`src/rtl/core/qwas_pkg.sv`:
```
`default_nettype none

package qwas_pkg;

	// event codes on cmd
	typedef enum logic [2:0] {
		CMD_MISMATCH  = 3'd0,
		CMD_INSERTION = 3'd1,
		CMD_DELETION  = 3'd2,
		CMD_SPLIT     = 3'd3,
		CMD_NONE      = 3'd4
	} cmd_t;

	// configuration register indexes
	typedef enum logic [2:0] {
		REG_OFFSET_SEL      = 3'd0,
		REG_GAP_COST        = 3'd1,
		REG_BREAK_COST      = 3'd2,
		REG_QUAL_FLOOR      = 3'd3,
		REG_MAX_QUALITY     = 3'd4,
		REG_MISSING_QUALITY = 3'd5,
		REG_MAX_SCORE       = 3'd6
	} reg_idx_t;

	localparam logic [7:0] BASE_N       = 8'd78;
	localparam logic [6:0] QUAL_OFFSET0 = 7'd33;
	localparam logic [6:0] QUAL_OFFSET1 = 7'd64;

	localparam int QDEPTH = 4;
	localparam int QPTR_W = $clog2(QDEPTH);
	localparam int QCNT_W = $clog2(QDEPTH + 1);

	localparam int ACC_W = 32;

	// configuration register file contents
	typedef struct packed {
		logic        qual_offset_sel;
		logic [15:0] gap_cost;
		logic [15:0] break_cost;
		logic [7:0]  qual_floor;
		logic [7:0]  max_quality;
		logic [7:0]  missing_quality;
		logic [15:0] max_score;
	} cfg_t;

	// classified event passed from front to back
	typedef struct packed {
		logic [15:0] add;
		logic        last;
	} evt_t;

endpackage

`default_nettype wire

```
`src/rtl/core/quality_weighted_alignment_score.sv`:
```
`default_nettype none

// Quality-weighted alignment score. Alignment events are pushed in one per
// cycle while the queue is not full; each is turned into an addend at the
// input (mismatch base quality, indel or split penalty) and parked in a
// four-entry event queue, from which the accumulator takes one event per
// cycle unless a last event waits for the score register. The event marked
// last produces one score, the saturated running total clamped to max_score,
// and clears the total; other events produce no result. Sustained throughput
// is one event per clock when nothing stalls, set by the saturating add of the
// accumulator; a score passes from the event queue into the score register.
// The score register holds one result, and the event queue keeps accepting
// while a score waits to be popped until the queue fills. Configuration
// registers are written through the cfg channel, which is always ready, and
// must only be changed while no alignment is in flight.
module quality_weighted_alignment_score
	import qwas_pkg::*;
(
	input  wire logic        clk,
	input  wire logic        arst_n,
	input  wire logic        push,
	output logic             full,
	input  wire logic [2:0]  cmd,
	input  wire logic [7:0]  quality_char,
	input  wire logic [7:0]  read_base,
	input  wire logic        qual_valid,
	input  wire logic        last,
	output logic             empty,
	input  wire logic        pop,
	output logic [15:0]      score,
	input  wire logic        cfg_valid,
	output logic             cfg_ready,
	input  wire logic [2:0]  cfg_index,
	input  wire logic [15:0] cfg_data
);

	cfg_t cfg_q;
	evt_t front_evt;
	evt_t queue_evt;
	logic queue_empty;
	logic queue_pop;

	assign cfg_ready = 1'b1;

	// configuration registers
	always_ff @(posedge clk or negedge arst_n) begin
		if (!arst_n) begin
			cfg_q.qual_offset_sel <= 1'b0;
			cfg_q.gap_cost        <= 16'd0;
			cfg_q.break_cost      <= 16'd0;
			cfg_q.qual_floor      <= 8'd0;
			cfg_q.max_quality     <= 8'd40;
			cfg_q.missing_quality <= 8'd40;
			cfg_q.max_score       <= 16'hFFFF;
		end else if (cfg_valid && cfg_ready) begin
			case (cfg_index)
				REG_OFFSET_SEL:      cfg_q.qual_offset_sel <= cfg_data[0];
				REG_GAP_COST:        cfg_q.gap_cost        <= cfg_data;
				REG_BREAK_COST:      cfg_q.break_cost      <= cfg_data;
				REG_QUAL_FLOOR:      cfg_q.qual_floor      <= cfg_data[7:0];
				REG_MAX_QUALITY:     cfg_q.max_quality     <= cfg_data[7:0];
				REG_MISSING_QUALITY: cfg_q.missing_quality <= cfg_data[7:0];
				REG_MAX_SCORE:       cfg_q.max_score       <= cfg_data;
				default: ;
			endcase
		end
	end

	// event classification
	qwas_front u_front (
		.cmd          (cmd),
		.quality_char (quality_char),
		.read_base    (read_base),
		.qual_valid   (qual_valid),
		.last         (last),
		.cfg          (cfg_q),
		.evt          (front_evt)
	);

	// event queue between front and back
	qwas_queue u_queue (
		.clk     (clk),
		.arst_n  (arst_n),
		.wr_en   (push),
		.wr_data (front_evt),
		.full    (full),
		.rd_en   (queue_pop),
		.rd_data (queue_evt),
		.empty   (queue_empty)
	);

	// accumulation and result
	qwas_back u_back (
		.clk       (clk),
		.arst_n    (arst_n),
		.cfg       (cfg_q),
		.evt       (queue_evt),
		.evt_empty (queue_empty),
		.evt_pop   (queue_pop),
		.score     (score),
		.empty     (empty),
		.pop       (pop)
	);

endmodule

`default_nettype wire

```
`src/rtl/core/qwas_front.sv`:
```
`default_nettype none

module qwas_front
	import qwas_pkg::*;
(
	input  wire logic [2:0] cmd,
	input  wire logic [7:0] quality_char,
	input  wire logic [7:0] read_base,
	input  wire logic       qual_valid,
	input  wire logic       last,
	input  wire cfg_t       cfg,
	output evt_t            evt
);

	logic signed [9:0] qual;
	logic signed [9:0] max_q;
	logic signed [9:0] cutoff;
	logic [15:0]       mismatch_add;

	// base quality relative to the format offset, may go negative
	always_comb begin
		qual   = $signed({2'b00, quality_char})
			- $signed({3'b000, (cfg.qual_offset_sel ? QUAL_OFFSET1 : QUAL_OFFSET0)});
		max_q  = $signed({2'b00, cfg.max_quality});
		cutoff = $signed({2'b00, cfg.qual_floor});
	end

	// mismatch contribution: missing quality first, then cap, then cutoff and unknown base
	always_comb begin
		if (!qual_valid) begin
			mismatch_add = {8'd0, cfg.missing_quality};
		end else if (qual > max_q) begin
			mismatch_add = {8'd0, cfg.max_quality};
		end else if (qual < cutoff || read_base == BASE_N) begin
			mismatch_add = 16'd0;
		end else begin
			mismatch_add = {8'd0, qual[7:0]};
		end
	end

	// classify the event into an addend
	always_comb begin
		evt.last = last;
		case (cmd)
			CMD_MISMATCH:  evt.add = mismatch_add;
			CMD_INSERTION: evt.add = cfg.gap_cost;
			CMD_DELETION:  evt.add = cfg.gap_cost;
			CMD_SPLIT:     evt.add = cfg.break_cost;
			default:       evt.add = 16'd0;
		endcase
	end

endmodule

`default_nettype wire

```
`src/rtl/core/qwas_queue.sv`:
```
`default_nettype none

module qwas_queue
	import qwas_pkg::*;
(
	input  wire logic clk,
	input  wire logic arst_n,
	input  wire logic wr_en,
	input  wire evt_t wr_data,
	output logic      full,
	input  wire logic rd_en,
	output evt_t      rd_data,
	output logic      empty
);

	evt_t              mem_q [QDEPTH];
	logic [QPTR_W-1:0] wr_ptr_q;
	logic [QPTR_W-1:0] rd_ptr_q;
	logic [QCNT_W-1:0] count_q;
	logic              do_wr;
	logic              do_rd;

	assign full    = (count_q == QCNT_W'(QDEPTH));
	assign empty   = (count_q == '0);
	assign do_wr   = wr_en && !full;
	assign do_rd   = rd_en && !empty;
	assign rd_data = mem_q[rd_ptr_q];

	// entry storage
	always_ff @(posedge clk) begin
		if (do_wr) begin
			mem_q[wr_ptr_q] <= wr_data;
		end
	end

	// pointers and fill count
	always_ff @(posedge clk or negedge arst_n) begin
		if (!arst_n) begin
			wr_ptr_q <= '0;
			rd_ptr_q <= '0;
			count_q  <= '0;
		end else begin
			if (do_wr) begin
				wr_ptr_q <= wr_ptr_q + QPTR_W'(1);
			end
			if (do_rd) begin
				rd_ptr_q <= rd_ptr_q + QPTR_W'(1);
			end
			if (do_wr && !do_rd) begin
				count_q <= count_q + QCNT_W'(1);
			end else if (do_rd && !do_wr) begin
				count_q <= count_q - QCNT_W'(1);
			end
		end
	end

endmodule

`default_nettype wire

```
`src/rtl/core/qwas_back.sv`:
```
`default_nettype none

module qwas_back
	import qwas_pkg::*;
(
	input  wire logic        clk,
	input  wire logic        arst_n,
	input  wire cfg_t        cfg,
	input  wire evt_t        evt,
	input  wire logic        evt_empty,
	output logic             evt_pop,
	output logic [15:0]      score,
	output logic             empty,
	input  wire logic        pop
);

	logic [ACC_W-1:0] acc_q;
	logic [ACC_W:0]   sum;
	logic [ACC_W-1:0] sat;
	logic [15:0]      clamped;
	logic             out_valid_q;
	logic [15:0]      score_q;
	logic             out_take;

	// saturating accumulate
	always_comb begin
		sum     = {1'b0, acc_q} + {{(ACC_W - 15){1'b0}}, evt.add};
		sat     = sum[ACC_W] ? '1 : sum[ACC_W-1:0];
		clamped = (sat > {{(ACC_W - 16){1'b0}}, cfg.max_score}) ? cfg.max_score : sat[15:0];
	end

	// a last event needs room in the result register
	assign out_take = pop && out_valid_q;
	assign evt_pop  = !evt_empty && (!evt.last || !out_valid_q || out_take);
	assign empty    = !out_valid_q;
	assign score    = score_q;

	// accumulator and result register
	always_ff @(posedge clk or negedge arst_n) begin
		if (!arst_n) begin
			acc_q       <= '0;
			out_valid_q <= 1'b0;
		end else begin
			if (evt_pop) begin
				acc_q <= evt.last ? '0 : sat;
			end
			if (evt_pop && evt.last) begin
				out_valid_q <= 1'b1;
			end else if (out_take) begin
				out_valid_q <= 1'b0;
			end
		end
	end

	// result payload
	always_ff @(posedge clk) begin
		if (evt_pop && evt.last) begin
			score_q <= clamped;
		end
	end

endmodule

`default_nettype wire

```
`config.mk`:
```
export PLATFORM = sky130hd
export DESIGN_NAME = quality_weighted_alignment_score
export DESIGN_NICKNAME = d
export VERILOG_FILES = /design/src/rtl/core/qwas_pkg.sv /design/src/rtl/core/quality_weighted_alignment_score.sv /design/src/rtl/core/qwas_front.sv /design/src/rtl/core/qwas_queue.sv /design/src/rtl/core/qwas_back.sv
export SDC_FILE = /design/constraint.sdc
export NUM_CORES = 1
export LEC_CHECK = 0
export ABC_AREA = 0
export BUFFER_PORTS_ARGS = -buffer_cell sky130_fd_sc_hd__buf_2
export CAP_MARGIN = 20
export CORE_MARGIN = 1
export CORE_UTILIZATION = 40
export DETAILED_ROUTE_END_ITERATION = 8
export PLACE_DENSITY = 0.61
export SETUP_SLACK_MARGIN = 0.02
export SLEW_MARGIN = 10
export SYNTH_ARGS = -nofsm -noshare
export SYNTH_HDL_FRONTEND = slang
export SYNTH_SLANG_ARGS = --single-unit
```
`constraint.sdc`:
```
create_clock -name clk -period 7.6 [get_ports clk]
set_clock_uncertainty 0.15 [all_clocks]
set_input_delay 2.28 -clock clk [delete_from_list [all_inputs] [get_ports clk]]
set_output_delay 2.28 -clock clk [all_outputs]
set_load 0.1 [all_outputs]
```
==> results of run 1 <==
## state kept, by name, summed over array words and instances, names as in the netlist
| register | cells |
|---|---|
| u_queue.wr_ptr_q | 2 |
| u_back.acc_q | 32 |
| cfg_q | 73 |
| u_back.score | 16 |
| u_back.out_valid_q | 1 |
| u_queue.rd_ptr_q | 2 |
| u_queue.mem_q | 68 |
| u_queue.count_q | 3 |
## area by class of cell
type                       instances  area, sq um  share of cell area (%)
clock buffer                      18          450                    3.72
timing repair buffer              75          418                    3.45
multi-input combinational        639         5080                    42.0
sequential                       197         5380                    44.4
clock inverter                    14          153                    1.26
tap                              335          419                    3.46
inverter                          56          210                    1.74
## power by group
part	internal, mW	switching [mW]
combinational	1.22	1.88
sequential	1.50	0.171
clock	0.462	0.459
total	3.18	2.51
## through the flow
step,worst slack (ns),total power [mW]
floorplan,1.14,4.12
global placement,0.993,4.76
detailed placement,0.843,4.80
CTS,0.818,5.73
global route,0.274,6.09
finish,0.902,5.69
## placed cells by master, fill, tap and decap left out, types with 5 or more instances in the layout
| cell type | count |
|---|---|
| buf_4 | 13 |
| ha_1 | 56 |
| dfstp_2 | 20 |
| clkbuf_16 | 18 |
| a31oi_1 | 6 |
| a22oi_1 | 12 |
| nand3_1 | 16 |
| o2111ai_1 | 5 |
| inv_6 | 5 |
| nor3_1 | 12 |
| nand4_1 | 18 |
| xor2_1 | 15 |
| edfxtp_1 | 84 |
| mux2i_1 | 9 |
| dfrtp_1 | 93 |
| and2_1 | 9 |
| o32ai_1 | 5 |
| o31ai_1 | 5 |
| a311oi_1 | 5 |
| nor3b_1 | 5 |
| nor2b_1 | 11 |
| inv_1 | 55 |
| a21o_1 | 8 |
| mux4_2 | 17 |
| nand2_1 | 82 |
| a21oi_1 | 38 |
| o21ai_0 | 68 |
| xnor2_1 | 14 |
| mux2_4 | 9 |
| and3_1 | 5 |
| a22o_1 | 22 |
| nand2b_1 | 6 |
| buf_2 | 61 |
| mux2_2 | 83 |
| o211ai_1 | 5 |
| nor2_1 | 37 |
## worst register-to-register path, cell delays in order (launching register included)
cell       delay, ns
dfrtp_1         0.57
buf_4           0.24
mux4_2          0.51
ha_1            0.24
fa_1            0.44
a211oi_2        0.24
nor2_1          0.11
a221oi_4        0.39
o21ai_1         0.27
nand4_1         0.34
buf_4           0.32
nand2b_1        0.15
ha_1            0.30
nor2b_1         0.14
o211ai_1        0.15
a21oi_1         0.08
a211oi_1        0.27
o2111ai_1       0.18
nor4_2          0.19
nand4bb_1       0.19
nor4_4          0.29
buf_4           0.31
mux2_2          0.38
## cell families (layout without fill, tap and decap cells)
logic type / Yosys count / in the layout
AOI/OAI and AO/OA: 207 / 207
xor gates and xnor gates: 29 / 29
adders and majority gates: 58 / 58
buffers and inverters: 104 / 163
DFF: 197 / 197
muxes: 118 / 118
other: 1 / 1
and+or+nand+nor: 226 / 226
## per-layer routing
layer  GRT usage (%)  wire (um)  vias to the layer above
li1                -          -                     3587
met1            27.6      12400                     3755
met2            31.9      12400                      214
met3            3.68       1190                       34
met4            5.76        454                        6
met5               0         37                        -
## final timing paths
path	start	end	slack (ns)
worst max-delay path	u_queue.rd_ptr_q[0]	u_back.score[15]	0.90
worst min-delay path	u_queue.count_q[2]	u_queue.count_q[2]	0.33
worst max register to register	u_queue.rd_ptr_q[0]	u_back.score[15]	0.90
worst min register to register	u_queue.count_q[2]	u_queue.count_q[2]	0.33
max in group asynchronous	arst_n	cfg_q[66]	4.20
min in group asynchronous	arst_n	u_back.acc_q[1]	1.75
==> summary.txt, run 1 <==
Largest net degree at the start of global routing: 70
Post-synthesis adder-cell area fraction: 6.82%
Final period utilization: 88.1%
FFs w/ async S/R, synth: 57.4%
Buffer and inverter count on the worst path: 3
CP startpoint kind: flip-flop
Critical Path RT: 7.63 ns
Vert. Die Dim: 167 um
Clock root buffer master: clkbuf_16
Minimum clock period after layout: 6.70 ns
RSZ-0062 raised after global routing: false
GR Overflow Total: 0
CTS tree: yes
Initial antenna violation count: 5
Clk pin slew, worst setup/hold paths: 0.08 ns
CTS Buffer Depth: 2
Final #Nets: 1089
Sequential area share after synthesis: 49.5%
Fmax: 149 MHz
Area delta synth->final: 11.5%
Initial DRC Count: 472
Post-synthesis instance total: 940
DIE WIDTH: 167 um
Per-cell routed wire length: 19.9 um
Die Area: 27800 sq um
CTS Hold Bufs: 0
Skew-Pair Late Insertion Delay: 0.44 ns
Number of global-route vias before repair: 7514
Worst Hold Class: flip-flop to flip-flop
Fill count: 2424
Most common cell on crit path: buf_4
Setup TNS: 0 ns
Area contributors post-synth: edfxtp_1 23%, dfrtp_1 21%, mux2_2 8.6%
Worst path depth: 22
Post-DP HPWL: 19.5 mm
Vias/cell: 5.69
TritonCTS sink count: 197
Reg2Reg Depth: 22
Synth cell types: 74
Simple-gate share of the synthesized area: 10.4%
Post-CTS setup buffer count: 0
Final Hold Fails: 0
Post-synth EDFFs: 84
Slowest cell delay on critical path: 0.57 ns
Worst vdd ir: 244 uV
Final setup fails: 0
First-pass GRT wire length: 42.7 mm
Cell Count Post-Placement: 1302
Synth cell count leaders: 93 x dfrtp_1, 84 x edfxtp_1, 83 x mux2_2
DR vias: 7596
Post-Route WL: 26.5 mm
Post-Place Cell Area: 11500 sq um
Total Routing Usage GR: 19.9%
Cell taking the most area after synthesis: edfxtp_1
Placer Congestion: 0.894
Post-DRT Antenna Nets: 0
Design Area, Final: 12100 sq um
CP max FO: 18
CP delay by family, top: compound AO/OA/AOI/OAI gates
Endpoint class of the critical path: flip-flop
Syn_area_per_cell: 11.6 sq um
Post-Syn Area: 10900 sq um
IO Count: 64
Post-synth top flop: dfrtp_1
CTS Buf Count: 17
Final Util: 45.9%
TritonRoute pass-1 iters: 4
Slew margin rel.: 32.3%
Most numerous cell in the Yosys netlist: dfrtp_1
Max-cap viol count: 0
DRC Markers: 0
Worst Path Arrival: 6.73 ns
Leak: 4.97 nW
Multiplexer area fraction after synthesis: 14.2%
Top-area cell type share of the netlist area: 23.2%
Share of cells above drive strength 1: 25.3%
CP Cell Sequence: buf_4 > mux4_2 > ha_1 > fa_1 > a211oi_2 > nor2_1 > a221oi_4 > o21ai_1 > nand4_1 > buf_4 > nand2b_1 > ha_1 > nor2b_1 > o211ai_1 > a21oi_1 > a211oi_1 > o2111ai_1 > nor4_2 > nand4bb_1 > nor4_4 > buf_4 > mux2_2
Initial core utilization: 41.2%
H-tree Lvls: 4
Core ar.: 26400 sq um
Synth Warn #: 0
Critical-path top delay cell: dfrtp_1
Port bufs: 62
N_diodes: 0
Crit Path Class: flip-flop to flip-flop
Synth Area in Compound Gates: 12.8%
Hold Path Depth: 1
Synthesized flop and latch total: 197
Pwr per Cell Area: 470 nW/um^2
Worst-Margin Slew: 1.01 ns
Largest family of logic cells by synthesized area: multiplexers
Post-Synth XOR/XNOR Area: 2.34%
Post_cts resized: 0
Non-Filler Instances: 1334
Row cnt: 59
Outcome: completed
Worst hold slack: 0.332 ns
Syn_nets: 1043
Slew Limit Fails: 0
No activity file was read; power rests on OpenSTA's default activity.
==> inputs of run 2 (changes only) <==
PLACE_DENSITY = 0.63   (was 0.61)
clock period = 5.6 ns   (was 7.6 ns; I/O delays follow)
==> summary.txt, run 2 (same netlist as run 1, synthesis figures left out) <==
Buffer and inverter count on the worst path: 4 (+1)
Leak: 5.15 nW (+3.6%)
Clk pin slew, worst setup/hold paths: 0.07 ns (about the same)
Fill count: 2377 (-1.9%)
P_sw: 3.58 mW (+43%)
Final Util: 47.4% (+1.5 points)
Placer Congestion: 0.908 (+1.6%)
Pwr per Cell Area: 662 nW/um^2 (+41%)
CTS tree: yes
Slew Limit Fails: 0 (unchanged)
Switching share of power: 43.3% (-0.78 points)
CP delay by family, top: compound AO/OA/AOI/OAI gates
Worst Hold Class: flip-flop to flip-flop
Worst-Margin Slew: 1.09 ns (+0.0726 ns)
Critical Path RT: 5.63 ns (-2.00 ns)
Final Hold Fails: 0 (unchanged)
Vert. Die Dim: 167 um (unchanged)
Die Area: 27800 sq um (unchanged)
TritonCTS sink count: 197 (unchanged)
Share of cells above drive strength 1: 29.4% (+4.1 points)
Outcome: completed
CTS Buffer Depth: 2 (unchanged)
Post-DRT Antenna Nets: 0 (unchanged)
CP max FO: 8 (-10)
Clock root buffer master: clkbuf_16
Final setup fails: 0 (unchanged)
Skew-Pair Late Insertion Delay: 0.45 ns (about the same)
Initial antenna violation count: 2 (-3)
DR vias: 7650 (+0.71%)
Minimum clock period after layout: 5.40 ns (-1.30 ns)
Post-Route WL: 27.0 mm (+1.9%)
Comb pwr share: 58.6% (+4.1 points)
Final #Nets: 1118 (+2.7%)
Most frequent cells in the layout: 92 x dfrtp_1, 84 x edfxtp_1, 83 x mux2_2, 81 x nand2_1, 63 x o21ai_0
Clk pwr share: 14.1% (-2.1 points)
Initial core utilization: 41.2% (unchanged)
Biggest regs: cfg_q: 73 flops, u_queue.mem_q: 68 flops, u_back.acc_q: 32 flops
Largest net degree at the start of global routing: 61 (-13%)
Critical-path top delay cell: mux4_2
RSZ-0062 raised after global routing: true
Post-DP HPWL: 19.8 mm (+1.7%)
Number of global-route vias before repair: 7544 (+0.40%)
Endpoint class of the critical path: flip-flop
TritonRoute pass-1 iters: 5 (+1)
Vias/cell: 5.61 (-1.5%)
H-tree Lvls: 4 (unchanged)
CTS Buf Count: 17 (unchanged)
Max-cap viol count: 0 (unchanged)
Worst vdd ir: 294 uV (+20%)
Fmax: 185 MHz (+24%)
Row cnt: 59 (unchanged)
Final period utilization: 96.5% (+8.3 points)
Initial DRC Count: 579 (+23%)
Total Routing Usage GR: 20.0% (about the same)
Int Power: 4.68 mW (+47%)
GR Overflow Total: 0 (unchanged)
CP Cell Sequence: mux4_2 > ha_4 > fa_2 > a211oi_4 > nor2_2 > a221oi_4 > o21ai_2 > nand4_1 > buf_4 > clkbuf_16 > nand2_1 > ha_1 > nand4_1 > a21oi_1 > a211oi_2 > o2111ai_2 > nor4_2 > nand4bb_1 > nor4_4 > buf_4 > clkbuf_16 > mux2_4
CP startpoint kind: flip-flop
Worst hold slack: 0.352 ns (+0.0205 ns)
IO Count: 64 (unchanged)
Slowest cell delay on critical path: 0.55 ns (-0.02 ns)
DRC Markers: 0 (unchanged)
DIE WIDTH: 167 um (unchanged)
Setup TNS: 0 ns (unchanged)
Port bufs: 62 (unchanged)
Worst Path Arrival: 5.44 ns (-1.29 ns)
Register name with the most flops: cfg_q
Per-cell routed wire length: 19.8 um (-0.31%)
Most common cell after layout, fill and taps aside: dfrtp_1
Max reg flops: 73 (unchanged)
Crit Path Class: flip-flop to flip-flop
Seq pwr share: 27.3% (-2.0 points)
Area delta synth->final: 15.0%
Core ar.: 26400 sq um (unchanged)
Slew margin rel.: 27.6% (-4.7 points)
First-pass GRT wire length: 42.7 mm (about the same)
==> run 2: repair_timing <==
item | 4_1_cts | 5_1_grt
hold buffers | 0 | 0
endpoints found under the setup margin | 0 | 16
gates resized for setup | 0 | 31
buffers inserted | 0 | 8
hold endpoints to repair | 0 | 0
==> run 2: path summary, 6_finish.rpt <==
check	startpoint	end	slack, ns	depth (start not counted)
max	u_queue.rd_ptr_q[0]	u_back.score[14]	0.20	22
min in group asynchronous	arst_n	cfg_q[68]	1.16	1
max in group asynchronous	arst_n	u_queue.count_q[0]	3.20	2
min	u_queue.count_q[2]	u_queue.count_q[2]	0.35	1
max reg2reg	u_queue.rd_ptr_q[0]	u_back.score[14]	0.20	22
min reg2reg	u_queue.count_q[2]	u_queue.count_q[2]	0.35	1
==> run 2: per-layer routing <==
metal	global-route usage [%]	share of wire, %	up-vias
met5	0	0.048	-
met2	31.8	48	167
li1	-	-	3636
met1	26.9	47	3818
met4	7.21	2.0	2
met3	4.09	3.8	27
==> run 2: worst register-to-register path, cell delays in order, from the launching register on <==
cell and delay [ns]:
dfrtp_2 0.42, mux4_2 0.55, ha_4 0.19, fa_2 0.37, a211oi_4 0.31, nor2_2 0.08, a221oi_4 0.31, o21ai_2 0.09
nand4_1 0.19, buf_4 0.17, clkbuf_16 0.14, nand2_1 0.12, ha_1 0.31, nand4_1 0.13, a21oi_1 0.07, a211oi_2 0.28
o2111ai_2 0.17, nor4_2 0.15, nand4bb_1 0.17, nor4_4 0.15, buf_4 0.18, clkbuf_16 0.16, mux2_4 0.30
==> run 2: layout make-up <==
cell class / instances / area (sq um) / share of cell area [%]
repair buffers: 104 / 729 / 5.84
well taps: 335 / 419 / 3.36
clock inverters: 12 / 114 / 0.911
multi-input cells: 639 / 5200 / 41.6
diodes: 1 / 2.50 / 0.0200
inverters: 56 / 210 / 1.68
clock buffers: 20 / 438 / 3.51
flip-flops and latches: 197 / 5380 / 43.0
==> run 2: metrics by stage <==
| step | instance area [sq um] | worst slack [ns] | cells | total power, mW |
|---|---|---|---|---|
| final | 12500 | 0.197 | 1364 | 8.27 |
| after global routing | 12500 | -0.00594 | 1363 | 8.80 |
| after CTS | 12200 | 0.0832 | 1351 | 7.94 |
| after detailed placement | 11700 | 0.112 | 1319 | 6.75 |
| after global placement | 11700 | 0.163 | 1319 | 6.69 |
| after floorplan | 10900 | 0.0289 | 940 | 5.59 |
==> run 2: power groups by stage <==
stage	registers, mW	clock network, mW	logic [mW]
final	2.26	1.17	4.84
after global routing	2.30	1.25	5.25
after CTS	2.25	1.19	4.50
after detailed placement	2.28	0	4.47
after global placement	2.27	0	4.42
after floorplan	2.62	0	2.97
